### config.mk
export PLATFORM = sky130hd
export DESIGN_NAME = integer_to_radix_symbols_unit
export DESIGN_NICKNAME = d
export VERILOG_FILES = /design/src/hw/rtl/itrs_pkg.sv /design/src/hw/rtl/itrs_alpha_check.sv /design/src/hw/rtl/itrs_divider.sv /design/src/hw/rtl/itrs_sequencer.sv /design/src/hw/rtl/integer_to_radix_symbols_unit.sv
export SDC_FILE = /design/constraint.sdc
export NUM_CORES = 1
export LEC_CHECK = 0
export BUFFER_PORTS_ARGS = -buffer_cell sky130_fd_sc_hd__buf_2
export CORE_UTILIZATION = 55
export DETAILED_ROUTE_END_ITERATION = 7
export PLACE_DENSITY_LB_ADDON = 0.15
export SLEW_MARGIN = 10
export SYNTH_ARGS = -nofsm -noshare
export SYNTH_HDL_FRONTEND = slang
export SYNTH_HIERARCHICAL = 1
export SYNTH_SLANG_ARGS = --single-unit
### constraint.sdc
create_clock -name clock -period 20.1 [get_ports clock]
set_input_delay 5.025 -clock clock [delete_from_list [all_inputs] [get_ports clock]]
set_output_delay 5.025 -clock clock [all_outputs]
set_load 0.02 [all_outputs]
### src/hw/rtl/itrs_pkg.sv
// Shared constants, types and register codes for the integer-to-radix-symbols unit.
// Used by every module of the block; depends on nothing.
`timescale 1ns / 1ps

package itrs_pkg;

   localparam int VALUE_WIDTH  = 32;
   localparam int CHAR_WIDTH   = 8;
   localparam int CSR_WIDTH    = 64;
   localparam int CSR_INDEX_WIDTH = 2;

   // Alphabet storage is two 64-bit registers of eight bytes each.
   localparam int TABLE_BYTES  = 16;
   localparam int MAX_SYMBOLS  = 16;
   localparam int ALPHA_LEN    = (MAX_SYMBOLS < TABLE_BYTES) ? MAX_SYMBOLS : TABLE_BYTES;

   localparam int DIGIT_WIDTH  = $clog2(TABLE_BYTES);
   localparam int BASE_WIDTH   = $clog2(TABLE_BYTES + 1);
   localparam int NDIG_WIDTH   = $clog2(VALUE_WIDTH + 1);
   localparam int STEP_WIDTH   = $clog2(VALUE_WIDTH);

   localparam logic [CHAR_WIDTH-1:0] MINUS_SIGN = 8'h2D;
   localparam logic [CHAR_WIDTH-1:0] PLUS_SIGN  = 8'h2B;

   localparam logic [CSR_INDEX_WIDTH-1:0] CSR_SYMBOLS_LOW  = 2'd0;
   localparam logic [CSR_INDEX_WIDTH-1:0] CSR_SYMBOLS_HIGH = 2'd1;

   typedef logic [TABLE_BYTES-1:0][CHAR_WIDTH-1:0] sym_table_type;

   typedef struct packed {
      logic                   done;
      logic [VALUE_WIDTH-1:0] quotient;
      logic [DIGIT_WIDTH-1:0] remainder;
   } div_result_type;

endpackage

### src/hw/rtl/itrs_alpha_check.sv
// Alphabet validation: finds the symbol count and rejects short, signed or repeated alphabets.
// Depends on itrs_pkg.
`timescale 1ns / 1ps

module itrs_alpha_check (
   input  itrs_pkg::sym_table_type             sym_table,
   output logic [itrs_pkg::BASE_WIDTH-1:0]     base
);
   import itrs_pkg::*;

   logic [TABLE_BYTES-1:0] present;
   logic                   bad;
   logic                   prefix;
   logic [BASE_WIDTH-1:0]  len;

   always_comb begin
      present = '0;
      bad     = 1'b0;
      prefix  = 1'b1;
      // A symbol belongs to the alphabet only if no zero byte comes before it.
      for (int i = 0; i < TABLE_BYTES; i++) begin
         if (i < ALPHA_LEN) begin
            prefix = prefix && (sym_table[i] != '0);
         end else begin
            prefix = 1'b0;
         end
         present[i] = prefix;
      end
      for (int a = 0; a < TABLE_BYTES; a++) begin
         if (present[a] && (sym_table[a] == MINUS_SIGN || sym_table[a] == PLUS_SIGN)) begin
            bad = 1'b1;
         end
         for (int b = a + 1; b < TABLE_BYTES; b++) begin
            if (present[b] && (sym_table[a] == sym_table[b])) begin
               bad = 1'b1;
            end
         end
      end
      len  = BASE_WIDTH'($countones(present));
      base = (bad || (len < BASE_WIDTH'(2))) ? '0 : len;
   end

endmodule

### src/hw/rtl/itrs_divider.sv
// Restoring divider: one quotient bit per cycle, dividing by a small base.
// Depends on itrs_pkg.
`timescale 1ns / 1ps

module itrs_divider (
   input  logic                              clock,
   input  logic                              reset,
   input  logic                              start,
   input  logic [itrs_pkg::VALUE_WIDTH-1:0]  dividend,
   input  logic [itrs_pkg::BASE_WIDTH-1:0]   divisor,
   output itrs_pkg::div_result_type          result
);
   import itrs_pkg::*;

   logic                   busy_ff;
   logic [STEP_WIDTH-1:0]  count_ff;
   logic [VALUE_WIDTH-1:0] quo_ff;
   logic [DIGIT_WIDTH-1:0] rem_ff;
   logic                   done_ff;

   logic [BASE_WIDTH-1:0]  trial;
   logic                   fits;
   logic [BASE_WIDTH-1:0]  diff;
   logic [DIGIT_WIDTH-1:0] rem_in;

   // The remainder stays below the divisor, so the trial value fits in BASE_WIDTH bits.
   always_comb begin
      trial  = {rem_ff, quo_ff[VALUE_WIDTH-1]};
      fits   = (trial >= divisor);
      diff   = trial - divisor;
      rem_in = fits ? diff[DIGIT_WIDTH-1:0] : trial[DIGIT_WIDTH-1:0];
   end

   always_ff @(posedge clock) begin
      if (reset) begin
         busy_ff  <= 1'b0;
         done_ff  <= 1'b0;
         count_ff <= '0;
      end else begin
         done_ff <= 1'b0;
         if (start) begin
            busy_ff  <= 1'b1;
            count_ff <= '0;
            quo_ff   <= dividend;
            rem_ff   <= '0;
         end else if (busy_ff) begin
            quo_ff   <= {quo_ff[VALUE_WIDTH-2:0], fits};
            rem_ff   <= rem_in;
            count_ff <= count_ff + 1'b1;
            if (count_ff == STEP_WIDTH'(VALUE_WIDTH - 1)) begin
               busy_ff <= 1'b0;
               done_ff <= 1'b1;
            end
         end
      end
   end

   assign result.done      = done_ff;
   assign result.quotient  = quo_ff;
   assign result.remainder = rem_ff;

endmodule

### src/hw/rtl/itrs_sequencer.sv
// Conversion sequencer: drives the divider once per digit, stacks the digits, then emits text.
// Depends on itrs_pkg.
`timescale 1ns / 1ps

module itrs_sequencer (
   input  logic                              clock,
   input  logic                              reset,
   input  logic                              start,
   output logic                              busy,
   input  logic [itrs_pkg::VALUE_WIDTH-1:0]  req_value,
   input  logic [itrs_pkg::BASE_WIDTH-1:0]   base,
   input  itrs_pkg::sym_table_type           sym_table,
   output logic                              div_start,
   output logic [itrs_pkg::VALUE_WIDTH-1:0]  div_dividend,
   output logic [itrs_pkg::BASE_WIDTH-1:0]   div_divisor,
   input  itrs_pkg::div_result_type          div_result,
   output logic                              rsp_valid,
   output logic [itrs_pkg::CHAR_WIDTH-1:0]   rsp_character,
   output logic                              rsp_last
);
   import itrs_pkg::*;

   typedef enum logic [1:0] {
      ST_IDLE,
      ST_DIVIDE,
      ST_SIGN,
      ST_EMIT
   } state_type;

   state_type              state_ff;
   logic                   neg_ff;
   logic [BASE_WIDTH-1:0]  base_ff;
   logic                   div_start_ff;
   logic [VALUE_WIDTH-1:0] dividend_ff;
   logic [NDIG_WIDTH-1:0]  ndig_ff;
   logic [DIGIT_WIDTH-1:0] digits_ff [VALUE_WIDTH];
   logic                   rsp_valid_ff;
   logic [CHAR_WIDTH-1:0]  rsp_character_ff;
   logic                   rsp_last_ff;

   logic                   negative;
   logic [VALUE_WIDTH-1:0] magnitude;
   logic [NDIG_WIDTH-1:0]  top_index;

   // Two's complement negation also gives 2^31 for the most negative value.
   assign negative  = req_value[VALUE_WIDTH-1];
   assign magnitude = negative ? (VALUE_WIDTH'(0) - req_value) : req_value;
   assign top_index = ndig_ff - 1'b1;

   always_ff @(posedge clock) begin
      if (reset) begin
         state_ff     <= ST_IDLE;
         div_start_ff <= 1'b0;
         rsp_valid_ff <= 1'b0;
         ndig_ff      <= '0;
      end else begin
         div_start_ff <= 1'b0;
         rsp_valid_ff <= 1'b0;
         unique case (state_ff)
            ST_IDLE: begin
               // An invalid alphabet reports a base of zero and the request is dropped.
               if (start && (base != '0)) begin
                  neg_ff       <= negative;
                  base_ff      <= base;
                  dividend_ff  <= magnitude;
                  div_start_ff <= 1'b1;
                  ndig_ff      <= '0;
                  state_ff     <= ST_DIVIDE;
               end
            end
            ST_DIVIDE: begin
               if (div_result.done) begin
                  digits_ff[ndig_ff[STEP_WIDTH-1:0]] <= div_result.remainder;
                  ndig_ff <= ndig_ff + 1'b1;
                  if ((div_result.quotient != '0) && (ndig_ff < NDIG_WIDTH'(VALUE_WIDTH - 1))) begin
                     dividend_ff  <= div_result.quotient;
                     div_start_ff <= 1'b1;
                  end else begin
                     state_ff <= neg_ff ? ST_SIGN : ST_EMIT;
                  end
               end
            end
            ST_SIGN: begin
               rsp_valid_ff     <= 1'b1;
               rsp_character_ff <= MINUS_SIGN;
               rsp_last_ff      <= 1'b0;
               state_ff         <= ST_EMIT;
            end
            ST_EMIT: begin
               // Digits come off the stack most significant first.
               rsp_valid_ff     <= 1'b1;
               rsp_character_ff <= sym_table[digits_ff[top_index[STEP_WIDTH-1:0]]];
               rsp_last_ff      <= (ndig_ff == NDIG_WIDTH'(1));
               ndig_ff          <= top_index;
               if (ndig_ff == NDIG_WIDTH'(1)) begin
                  state_ff <= ST_IDLE;
               end
            end
            default: begin
               state_ff <= ST_IDLE;
            end
         endcase
      end
   end

   assign busy          = (state_ff != ST_IDLE);
   assign div_start     = div_start_ff;
   assign div_dividend  = dividend_ff;
   assign div_divisor   = base_ff;
   assign rsp_valid     = rsp_valid_ff;
   assign rsp_character = rsp_character_ff;
   assign rsp_last      = rsp_last_ff;

endmodule

### src/hw/rtl/integer_to_radix_symbols_unit.sv
// Each digit takes a division in the shared bit-serial divider, then the output bytes (the
// sign, then the digits) are issued back to back; base 2 gives the most digits, the worst case.
// One request at a time: busy stays high from acceptance until the last byte is issued.
// Results appear as one-cycle strobes; the receiver cannot stall them.
// Synchronous active-high reset clears the sequencer and both alphabet registers.
`timescale 1ns / 1ps

module integer_to_radix_symbols_unit (
   input  logic                                  clock,
   input  logic                                  reset,
   input  logic                                  start,
   output logic                                  busy,
   input  logic [itrs_pkg::VALUE_WIDTH-1:0]      req_value,
   output logic                                  rsp_valid,
   output logic [itrs_pkg::CHAR_WIDTH-1:0]       rsp_character,
   output logic                                  rsp_last,
   input  logic                                  csr_valid,
   output logic                                  csr_ready,
   input  logic [itrs_pkg::CSR_INDEX_WIDTH-1:0]  csr_index,
   input  logic [itrs_pkg::CSR_WIDTH-1:0]        csr_data
);
   import itrs_pkg::*;

   logic [CSR_WIDTH-1:0]   symbols_low_ff;
   logic [CSR_WIDTH-1:0]   symbols_high_ff;
   sym_table_type          sym_table;
   logic [BASE_WIDTH-1:0]  base;
   logic                   div_start;
   logic [VALUE_WIDTH-1:0] div_dividend;
   logic [BASE_WIDTH-1:0]  div_divisor;
   div_result_type         div_result;

   assign csr_ready = 1'b1;

   always_ff @(posedge clock) begin
      if (reset) begin
         symbols_low_ff  <= '0;
         symbols_high_ff <= '0;
      end else if (csr_valid && csr_ready) begin
         unique case (csr_index)
            CSR_SYMBOLS_LOW:  symbols_low_ff  <= csr_data;
            CSR_SYMBOLS_HIGH: symbols_high_ff <= csr_data;
            default: begin
            end
         endcase
      end
   end

   assign sym_table = {symbols_high_ff, symbols_low_ff};

   itrs_alpha_check u_alpha_check (
      .sym_table (sym_table),
      .base      (base)
   );

   itrs_divider u_divider (
      .clock    (clock),
      .reset    (reset),
      .start    (div_start),
      .dividend (div_dividend),
      .divisor  (div_divisor),
      .result   (div_result)
   );

   itrs_sequencer u_sequencer (
      .clock         (clock),
      .reset         (reset),
      .start         (start),
      .busy          (busy),
      .req_value     (req_value),
      .base          (base),
      .sym_table     (sym_table),
      .div_start     (div_start),
      .div_dividend  (div_dividend),
      .div_divisor   (div_divisor),
      .div_result    (div_result),
      .rsp_valid     (rsp_valid),
      .rsp_character (rsp_character),
      .rsp_last      (rsp_last)
   );

endmodule

# Word-level counts from Yosys, hierarchy flattened
# Memory sizes are Yosys's and may differ from the RTL's.
# Cells that the tools add are included.
[classes]
reduce_logical = 206
eq_ne = 163
n_addsub = 20
muxes = 172
order_cmp = 4
bitwise_logic = 2
[ops]
columns = ["cell", "n"]
rows = [
  ["$eq 8x8->1", 120],
  ["$eq 8x6->1 const B", 32],
  ["$mux 32", 6],
  ["$logic_and 1x1->1", 153],
  ["$mux 1", 149],
  ["$reduce_bool 8->1", 16],
  ["$pmux 32 s2", 1],
  ["$add 5x5->5", 7],
  ["$bmux 8 s4", 1],
  ["$reduce_bool 32->1", 1],
  ["$sub 1x32->32 const A", 1],
  ["$pmux 6 s3", 1],
  ["$logic_or 1x1->1", 17],
  ["$add 1x1->2", 8],
  ["$pmux 8 s2", 1],
  ["$mux 6", 2],
  ["$mux 2", 4],
  ["$mux 4", 2],
  ["$mux 8", 1],
  ["$pmux 2 s4", 1],
  ["$reduce_and 2->1", 4],
  ["$reduce_bool 2->1", 4],
  ["$add 6x1->6 const B", 1],
  ["$eq 6x1->1 const B", 1],
  ["23 further kinds", 33],
]
[word_totals]
in_bits = 102
register_bits = 228
ram_bits = 128
memories = 1
out_inout_bits = 12
[mem_list]
columns = ["memory", "words", "width", "read_ports", "rd_clocked_by_memory_dff", "wr", "line", "text"]
rows = [
  ["u_sequencer.digits_ff", 32, 4, 1, 0, 1, "itrs_sequencer.sv:36", "logic [DIGIT_WIDTH-1:0] digits_ff [VALUE_WIDTH];"],
]

# Depth between registers and ports, before layout
# Gate-level depths: netlist (run 1).
[depth]
depth_word = 145
ltp_mapped = 33

# Hierarchy
# Netlist (run 1), hierarchy kept.
[modules_own_cells]
columns = ["module", "area_each_um2", "instances", "cells_each"]
rows = [
  ["itrs_alpha_check", 13370.3, 1, 1776],
  ["itrs_sequencer", 9741.8, 1, 813],
  ["integer_to_radix_symbols_unit", 5338.9, 1, 491],
  ["itrs_divider", 2045.7, 1, 140],
]

# Worst setup path before layout (run 1)
# No wires, ideal clock.
[synth_path]
path_type = "in2reg"
startpoint = "in req_value[12] (netlist bit)"
endpoint = "reg u_sequencer.dividend_ff[26], in the netlist u_sequencer/div_dividend[26] (data pin)"
slack_ns = 12.542
stages = 7
t_arrival_ns = 7.295
path_buffers = 0
setup_ns = 0.263
cell_sequence = "or4_4 or3_4 or4_4 or4_4 o41ai_2 xor2_1 o21ai_1"
[synth_via]
elab_chain_len = 4
[synth_lines]
columns = ["item", "line", "text"]
rows = [
  ["start: declaration", "integer_to_radix_symbols_unit.sv:13", "input logic [itrs_pkg::VALUE_WIDTH-1:0] req_value,"],
  ["$sub 1x32->32", "itrs_sequencer.sv:47", "assign magnitude = negative ? (VALUE_WIDTH'(0) - req_value) : req_value;"],
  ["$mux 32", "itrs_sequencer.sv:47", ""],
  ["$mux 32", "itrs_sequencer.sv:62", "if (start && (base != '0)) begin"],
  ["$pmux 32 s2", "itrs_sequencer.sv:59", "unique case (state_ff)"],
  ["end signal: assignment", "itrs_sequencer.sv:65", "dividend_ff <= magnitude;"],
  ["end signal: assignment", "itrs_sequencer.sv:76", "dividend_ff <= div_result.quotient;"],
  ["end: declaration", "itrs_sequencer.sv:34", "logic [VALUE_WIDTH-1:0] dividend_ff;"],
]
# No other way between the ends. The select of a mux whose other input is x is not followed.
# A chain may end at the register's enable or synchronous reset.

# Final worst setup path (run 1)
[layout_path]
startpoint = "reg symbols_low_ff[12]"
endpoint = "reg u_sequencer.dividend_ff[10], in the netlist u_sequencer/div_dividend[10], enable pin"
[layout_via]
elab_chain_len = 144
elab_cells_between_ends = 326
classes_between = "15 x add/sub; 1 x order compare; 18 x eq/ne; 136 x mux; 156 x reduce/logical"
[layout_lines]
columns = ["item", "line", "text"]
rows = [
  ["start: declaration", "integer_to_radix_symbols_unit.sv:24", "logic [CSR_WIDTH-1:0] symbols_low_ff;"],
  ["start signal: assignment", "integer_to_radix_symbols_unit.sv:41", "CSR_SYMBOLS_LOW: symbols_low_ff <= csr_data;"],
  ["$reduce_bool 8->1", "itrs_alpha_check.sv:23", "prefix = prefix && (sym_table[i] != '0);"],
  ["$logic_and 1x1->1", "itrs_alpha_check.sv:23", ""],
  ["$logic_and 1x1->1, on equally long branches", "itrs_alpha_check.sv:34, itrs_alpha_check.sv:23", ""],
  ["$mux 1 (tied with other cells) (13 in series)", "itrs_alpha_check.sv:34", "if (present[b] && (sym_table[a] == sym_table[b])) begin"],
  ["$mux 1 or $logic_and 1x1->1 (tied branches)", "itrs_alpha_check.sv:34", ""],
  ["$mux 1", "itrs_alpha_check.sv:34", ""],
  ["$mux 1", "itrs_alpha_check.sv:30", "if (present[a] && (sym_table[a] == MINUS_SIGN || sym_table[a] == PLUS_SIGN)) begin"],
  ["$mux 1 (14 in series)", "itrs_alpha_check.sv:34", ""],
  ["[104 not listed]", "--", ""],
  ["$mux 1", "itrs_alpha_check.sv:30", ""],
  ["$logic_or 1x1->1", "itrs_alpha_check.sv:40", "base = (bad || (len < BASE_WIDTH'(2))) ? '0 : len;"],
  ["$mux 5 *", "itrs_alpha_check.sv:40", ""],
  ["net base[2]", "integer_to_radix_symbols_unit.sv:27", "logic [BASE_WIDTH-1:0] base;"],
  ["$reduce_bool 5->1 *", "itrs_sequencer.sv:62", ""],
  ["$logic_and 1x1->1 *", "itrs_sequencer.sv:62", ""],
  ["$ne 2x1->1 (no line) *", "--", ""],
  ["$reduce_and 5->1 (no line) *", "--", ""],
]
# The timed path passes the listed nets; every way through them passes the cells marked *.

==> summary.md, run 1 <==
| Metric | Value |
|---|---|
| Commonest non-fill, non-tap cells in the layout | xnor2_1, xor2_1, edfxtp_1 |
| Leakage | roughly 13 nW |
| Top cell type's share of synthesized area | approximately a fifth |
| # rows | 85 |
| DRC | 0 |
| FF+latch count, synth | 356 |
| Nets@finish | 3297 |
| Number of port buffers | between 100 and 150 |
| Status | complete, no violations |
| Async SR Flop Fraction | 0% |
| Postcts setup bufs | 0 |
| Multi-input gate area in the final layout | between 15000 and 20000 sq um |
| Synth area leader | edfxtp_1 |
| Starting density of the core | around 56% |
| Area Growth Syn to Fin | 7.163% |
| Max Slew Vio Count | 0 |
| Synth Flop Type | edfxtp_1 |
| WHS | about 0.53 ns |
| TNS Setup | 0 ns |
| F_max | around 120 MHz |
| Final Wtd Congestion | ~1.0 |
| RSZ-0062 raised after global routing | false |
| Max-Cap Viols | 0 |
| Final Hold Viols | 0 |
| Final setup fails | 0 |
| Design Area, Final | between 30000 and 40000 sq um |
| Total number of vias | between 20000 and 30000 |
| DRT Pass-1 Iters | 8 |
| Flop pwr share | between 30% and 40% |
| Hold_buf cts | 0 |
| DR WL/cell | around 30 um |
| First-pass GRT wire length | around 170 mm |
| DRT antenna net count | 0 |
| Clock Latency Late Sink | ~0.6 ns |
| Clk_skew | roughly 0.026 ns |
| Worst vdd ir | 0.1375 mV |
| Max clock buf depth | 3 |
| Cell Area, Placed | between 30000 and 40000 sq um |
| Largest stage delay on the critical path | about 0.68 ns |
| Clk network pwr share | ~31% |
| Power Dens Cells | 83.49 nW/um^2 |
| Top cells by area, synth | edfxtp_1, xnor2_1, xor2_1 |
| Final setup margin | between 10 and 15 ns |
| Setup crit end kind | register |
| Vias in the first global route | ~25000 |
| Die Y | around 240 um |
| Period utilization | a little over two fifths |
| CP Data Arrival Time | between 8 and 9 ns |
| Int Pwr | about 1.7 mW |
| Sequential-to-total area share from yosys stat | between 30 and 40% |
| Slew margin rel. | under 10% |
| WP data required | 20.32 ns |
| Pwr Total | approximately 2.7 mW |
| Fin cells | around 3900 |
| I/O pin count | roughly 110 |
| Fillers | ~4700 |
| Critical-path top delay cell | nor3_2 |
| Worst-Margin Slew | about 1.4 ns |
| Syn nets | ~3400 |
| WS Path Type | reg -> reg |
| Total die area | 56390 sq um |
| Drt first-iter violations | 3942 |
| Largest net degree at the start of global routing | 115 |
| Final Core Density | between 60 and 70% |
| Commonest non-fill, non-tap cell in the layout | xnor2_1 |
| Antenna violations before repair | 17 |
| Clock transition at path regs | around 0.060 ns |
| Switching fraction of total power | approximately 38% |
| Clock Sinks | around 360 |
| CTS Root Cell | clkbuf_16 |
| Core box area | 54350 sq um |
| Yosys warns | 6 |
| Crit-path max FO | 32 |
| Mapped Area | between 30000 and 40000 sq um |
| Logic pwr share | between 30% and 40% |
| Crit path top cell by count | fa_1 |
| DP HPWL | between 70 and 80 mm |
| Setup WS pre-CTS | roughly 12 ns |
| Vias per cell | roughly 6.6 |
| Routed wire length | roughly 120 mm |
| Sequential Area | 9243 sq um |
| Num CTS Buffers | 41 |
| # resized after CTS | 0 |
| Tmin final | around 8.6 ns |
| CTS H-Tree Depth | 2 |
| Number of flops mapped to enable cells by yosys | ~210 |
| Placed cells | roughly 3900 |
| Grt total ovfl | 0 |
| Layout cells sized above 1 | 14.18% |
| Sw Pwr | about 1.0 mW |
| Die width | 237.5 um |
| Total GRT Usage | between 40% and 50% |
| CP Launch Type | register |
| Hold Path Class | reg -> reg |
| CTS tree | built |
| Syn Inst Count | around 3200 |
| Syn Area/Cell | around 9.5 sq um |
| Post-synth cell types | 86 |
[worst max-delay path, delay by kind of cell, from the launching register on]
| kind | cells | cell delay [ns] |
|---|---|---|
| buf+inv | 5 | 0.95 |
| xor+xnor | 1 | 0.21 |
| compound gates | 4 | 0.78 |
| simple gates | 14 | 3.35 |
| flops | 1 | 0.32 |
| fa+ha+maj | 6 | 2.60 |
[power groups by stage]
stage	Clock (mW)	Combinational [mW]	Sequential, mW
4_1_cts	0.856	1.01	0.820
3_5_place_dp	0	1.01	0.836
3_3_place_gp	0	0.999	0.834
2_1_floorplan	0	0.722	0.833
5_1_grt	0.883	1.10	0.822
6_report	0.850	1.06	0.820
[sequential cells by signal (all words and copies together), names as in the netlist]
register	flops
u_divider/busy_ff	1
u_divider/count_ff	5
u_sequencer/digits_ff	128
u_sequencer/state_ff	2
u_divider/quo_ff	32
u_sequencer/div_dividend	32
u_divider/rem_ff	4
u_sequencer/ndig_ff	6
symbols_low_ff	64
u_sequencer/div_start	1
u_sequencer/rsp_valid	1
u_sequencer/rsp_character	8
u_sequencer/div_divisor	5
u_sequencer/rsp_last	1
u_divider/done_ff	1
u_sequencer/neg_ff	1
symbols_high_ff	64
[cell families after synthesis]
kind of cell / share of synthesized area (%)
xor+xnor: 29.20
fa+ha+maj: 1.559
buf+inv: 6.938
mux: 9.235
compound gates: 5.190
other cells: 0.01230
simple gates: 17.57
flops: 30.29
[Yosys cell counts, types with 50 or more instances]
library cell and n:
nand3_1 117, nand2_1 75, nor4_1 120, o21ai_0 95, buf_2 221, dfxtp_1 145, mux2i_1 164, a21oi_1 57
xnor2_1 569, clkbuf_1 59, nand4_1 161, buf_4 50, edfxtp_1 211, xor2_1 446, nor2_1 135, nand2b_1 199
[final timing paths]
kind / from / endpoint / slack (ns) / depth (start not counted)
max: symbols_low_ff[12]$_SDFFE_PP0P_ / u_sequencer/div_dividend[10]$_DFFE_PP_ / 11.49 / 30
min: u_divider/count_ff[3]$_SDFFE_PP0P_ / u_divider/count_ff[3]$_SDFFE_PP0P_ / 0.53 / 2
max reg2reg: symbols_low_ff[12]$_SDFFE_PP0P_ / u_sequencer/div_dividend[10]$_DFFE_PP_ / 11.49 / 30
min reg2reg: u_divider/count_ff[3]$_SDFFE_PP0P_ / u_divider/count_ff[3]$_SDFFE_PP0P_ / 0.53 / 2
[layout make-up]
cell class	count	share of cell area [%]
tap	739	2.829
antenna	9	0.06891
sequential	356	28.28
inverter	31	0.3561
timing repair buffer	258	5.130
multi-input combinational	2475	58.69
clock buffer	45	3.250
clock inverter	30	1.390
[layer usage]
layer | GRT usage, % | vias up | share of wire (%)
met5 | 1.472 | - | 0.065
met3 | 11.57 | 408 | 12
met4 | 20.80 | 12 | 5.2
met1 | 54.78 | 12780 | 40
li1 | - | 10980 | -
met2 | 60.45 | 1810 | 43
Note: power is estimated with default switching activity, not from simulation.
==> run 2: changes to the inputs <==
- clock period: 20.1 -> 8.8 ns (I/O delays scaled with it)
==> run 2 against run 1 <==
Wire length is 2.0% lower. Combinational power is 120% higher. Cell area is 0.24% lower. Global-route usage is 0.82 points lower. Critical path depth is 1 lower. Utilization is 0.15 points lower. Flip-flop and latch count stayed put. Die area stayed put. Worst hold slack worse by 0.023 ns. Via count is 0.75% higher. Non-clock buffer count is 2 higher. Critical path type unchanged.
==> summary.md, run 2 (same netlist as run 1, synthesis figures left out) <==
| Metric | Value |
|---|---|
| Grt total ovfl | 0 (unchanged) |
| Number of port buffers | 112 (unchanged) |
| Area Growth Syn to Fin | 6.901% |
| TNS Setup | 0 ns (unchanged) |
| Total die area | 56390 sq um (unchanged) |
| Drt first-iter violations | 3760 (-4.6%) |
| Largest stage delay on the critical path | 0.66 ns (-0.02 ns) |
| Tmin final | 8.107 ns (-0.5029 ns) |
| Max-Cap Viols | 0 (unchanged) |
| Die Y | 237.5 um (unchanged) |
| Critical-path top delay cell | nor3_2 |
| Core box area | 54350 sq um (unchanged) |
| CTS tree | built |
| Die width | 237.5 um (unchanged) |
| Max Slew Vio Count | 0 (unchanged) |
| CTS Root Cell | clkbuf_16 |
| Clock transition at path regs | 0.06 ns (about the same) |
| Postcts setup bufs | 0 (unchanged) |
| Max reg flops | 128 (unchanged) |
| Period utilization | 92.13% (+49 points) |
| DR WL/cell | 29.52 um (-1.9%) |
| Hold_buf cts | 0 (unchanged) |
| DRT Pass-1 Iters | 8 (unchanged) |
| Worst vdd ir | 0.2099 mV (+53%) |
| Crit-path max FO | 32 (unchanged) |
| Total number of vias | 26190 (+0.75%) |
| Hold Path Class | reg -> reg |
| Routed wire length | 116.3 mm (-2.0%) |
| DRT antenna net count | 0 (unchanged) |
| Layout cells sized above 1 | 14.29% (+0.12 points) |
| Vias in the first global route | 24900 (-0.36%) |
| F_max | 123.3 MHz (+6.2%) |
| Switching fraction of total power | 37.73% (-0.21 points) |
| Largest net degree at the start of global routing | 115 (unchanged) |
| Design Area, Final | 32600 sq um (-0.24%) |
| Nets@finish | 3299 (+0.061%) |
| WP data required | 9.01 ns (-11.31 ns) |
| Clock Sinks | 356 (unchanged) |
| Final Wtd Congestion | 1.013 (-2.9%) |
| Final Core Density | 59.99% (-0.15 points) |
| CTS H-Tree Depth | 2 (unchanged) |
| Cell Area, Placed | 31140 sq um (about the same) |
| I/O pin count | 114 (unchanged) |
| Leakage | 13.13 nW (-0.28%) |
| RSZ-0062 raised after global routing | false |
| Commonest non-fill, non-tap cell in the layout | xnor2_1 |
| Power Dens Cells | 187.1 nW/um^2 (+120%) |
| Int Pwr | 3.799 mW (+120%) |
| CP Data Arrival Time | 8.32 ns (-0.51 ns) |
| First-pass GRT wire length | 166.7 mm (-1.9%) |
| Sw Pwr | 2.302 mW (+120%) |
| # rows | 85 (unchanged) |
| Clk network pwr share | 30.4% (-0.7 points) |
| Flop pwr share | 30.7% (+0.7 points) |
| CP Launch Type | register |
| Commonest non-fill, non-tap cells in the layout | xnor2_1, xor2_1, edfxtp_1 |
| Vias per cell | 6.649 (+0.85%) |
| Num CTS Buffers | 41 (unchanged) |
| Logic pwr share | 38.8% (about the same) |
| Antenna violations before repair | 11 (-6) |
| Worst-Margin Slew | 1.382 ns (-0.04716 ns) |
| # resized after CTS | 0 (unchanged) |
| Clock Latency Late Sink | 0.58 ns (-0.02 ns) |
| DRC | 0 (unchanged) |
| Status | complete, no violations |
| Setup crit end kind | register |
| Final Hold Viols | 0 (unchanged) |
| DP HPWL | 70.66 mm (-5.8%) |
| Starting density of the core | 56.12% (unchanged) |
| Clk_skew | 0.02325 ns (-0.002342 ns) |
| Max clock buf depth | 3 (unchanged) |
| WS Path Type | reg -> reg |
| Fillers | 4659 (-0.17%) |
| Slew margin rel. | 7.169% (+2.7 points) |
| Total GRT Usage | 40.22% (-0.82 points) |
| Final setup fails | 0 (unchanged) |
| Crit path top cell by count | fa_1 |
## run 2: changes by cell type in the layout (fill, tap and decap cells not counted), sizes merged
cell | previous run | this run
clkinv | 15 | 10
clkinvlp | 2 | 5
diode | 9 | 3
clkbuf | 46 | 48
bufinv | 11 | 8
buf | 257 | 260
inv | 33 | 35
## run 2: layout make-up
class                      instances  area [sq um]  area share (%)
clock buffer                      48          1092           3.350
sequential                       356          9241           28.35
tap                              739         924.6           2.836
timing repair buffer             260          1674           5.135
multi-input combinational       2475         19180           58.83
antenna                            3         7.507         0.02303
inverter                          31         116.4          0.3569
clock inverter                    27         364.1           1.117
## run 2: metal layers
metal  GRT usage, %  routed length [um]
met1          53.85               45900
met2          58.13               48280
met3          12.10               15310
met4          21.51                6723
met5              0                  74
## run 2: power by group through the flow
stage,registers [mW],clock network [mW],logic (mW)
after floorplan,1.90,0,1.65
after global placement,1.91,0,2.22
after detailed placement,1.91,0,2.26
after CTS,1.87,1.88,2.26
after global routing,1.88,1.93,2.47
final,1.88,1.86,2.37
## run 2: worst max-delay path: cells and delay by family (launching register included)
| family | cells | cell delay [ns] |
|---|---|---|
| buf+inv | 4 | 0.59 |
| flops | 1 | 0.34 |
| compound gates | 4 | 0.73 |
| xor+xnor | 1 | 0.23 |
| fa+ha+maj | 6 | 2.62 |
| simple gates | 14 | 3.21 |
## run 2: worst paths after layout
| path | from | endpoint | slack [ns] | cells past startpoint |
|---|---|---|---|---|
| max | symbols_low_ff[8]$_SDFFE_PP0P_ | u_sequencer/div_dividend[8]$_DFFE_PP_ | 0.69 | 29 |
| min | u_divider/count_ff[3]$_SDFFE_PP0P_ | u_divider/count_ff[3]$_SDFFE_PP0P_ | 0.51 | 2 |
| max reg2reg | symbols_low_ff[8]$_SDFFE_PP0P_ | u_sequencer/div_dividend[8]$_DFFE_PP_ | 0.69 | 29 |
| min reg2reg | u_divider/count_ff[3]$_SDFFE_PP0P_ | u_divider/count_ff[3]$_SDFFE_PP0P_ | 0.51 | 2 |
## run 2: stage by stage
step	hold slack, ns	instances	worst slack [ns]	total power, mW
2_1_floorplan	0.4549	3220	1.359	3.552
3_3_place_gp	0.4877	3861	1.120	4.126
3_5_place_dp	0.4970	3861	0.8670	4.165
4_1_cts	0.5118	3936	0.8535	6.014
5_1_grt	0.5371	3938	0.2534	6.280
6_report	0.5073	3939	0.6927	6.101
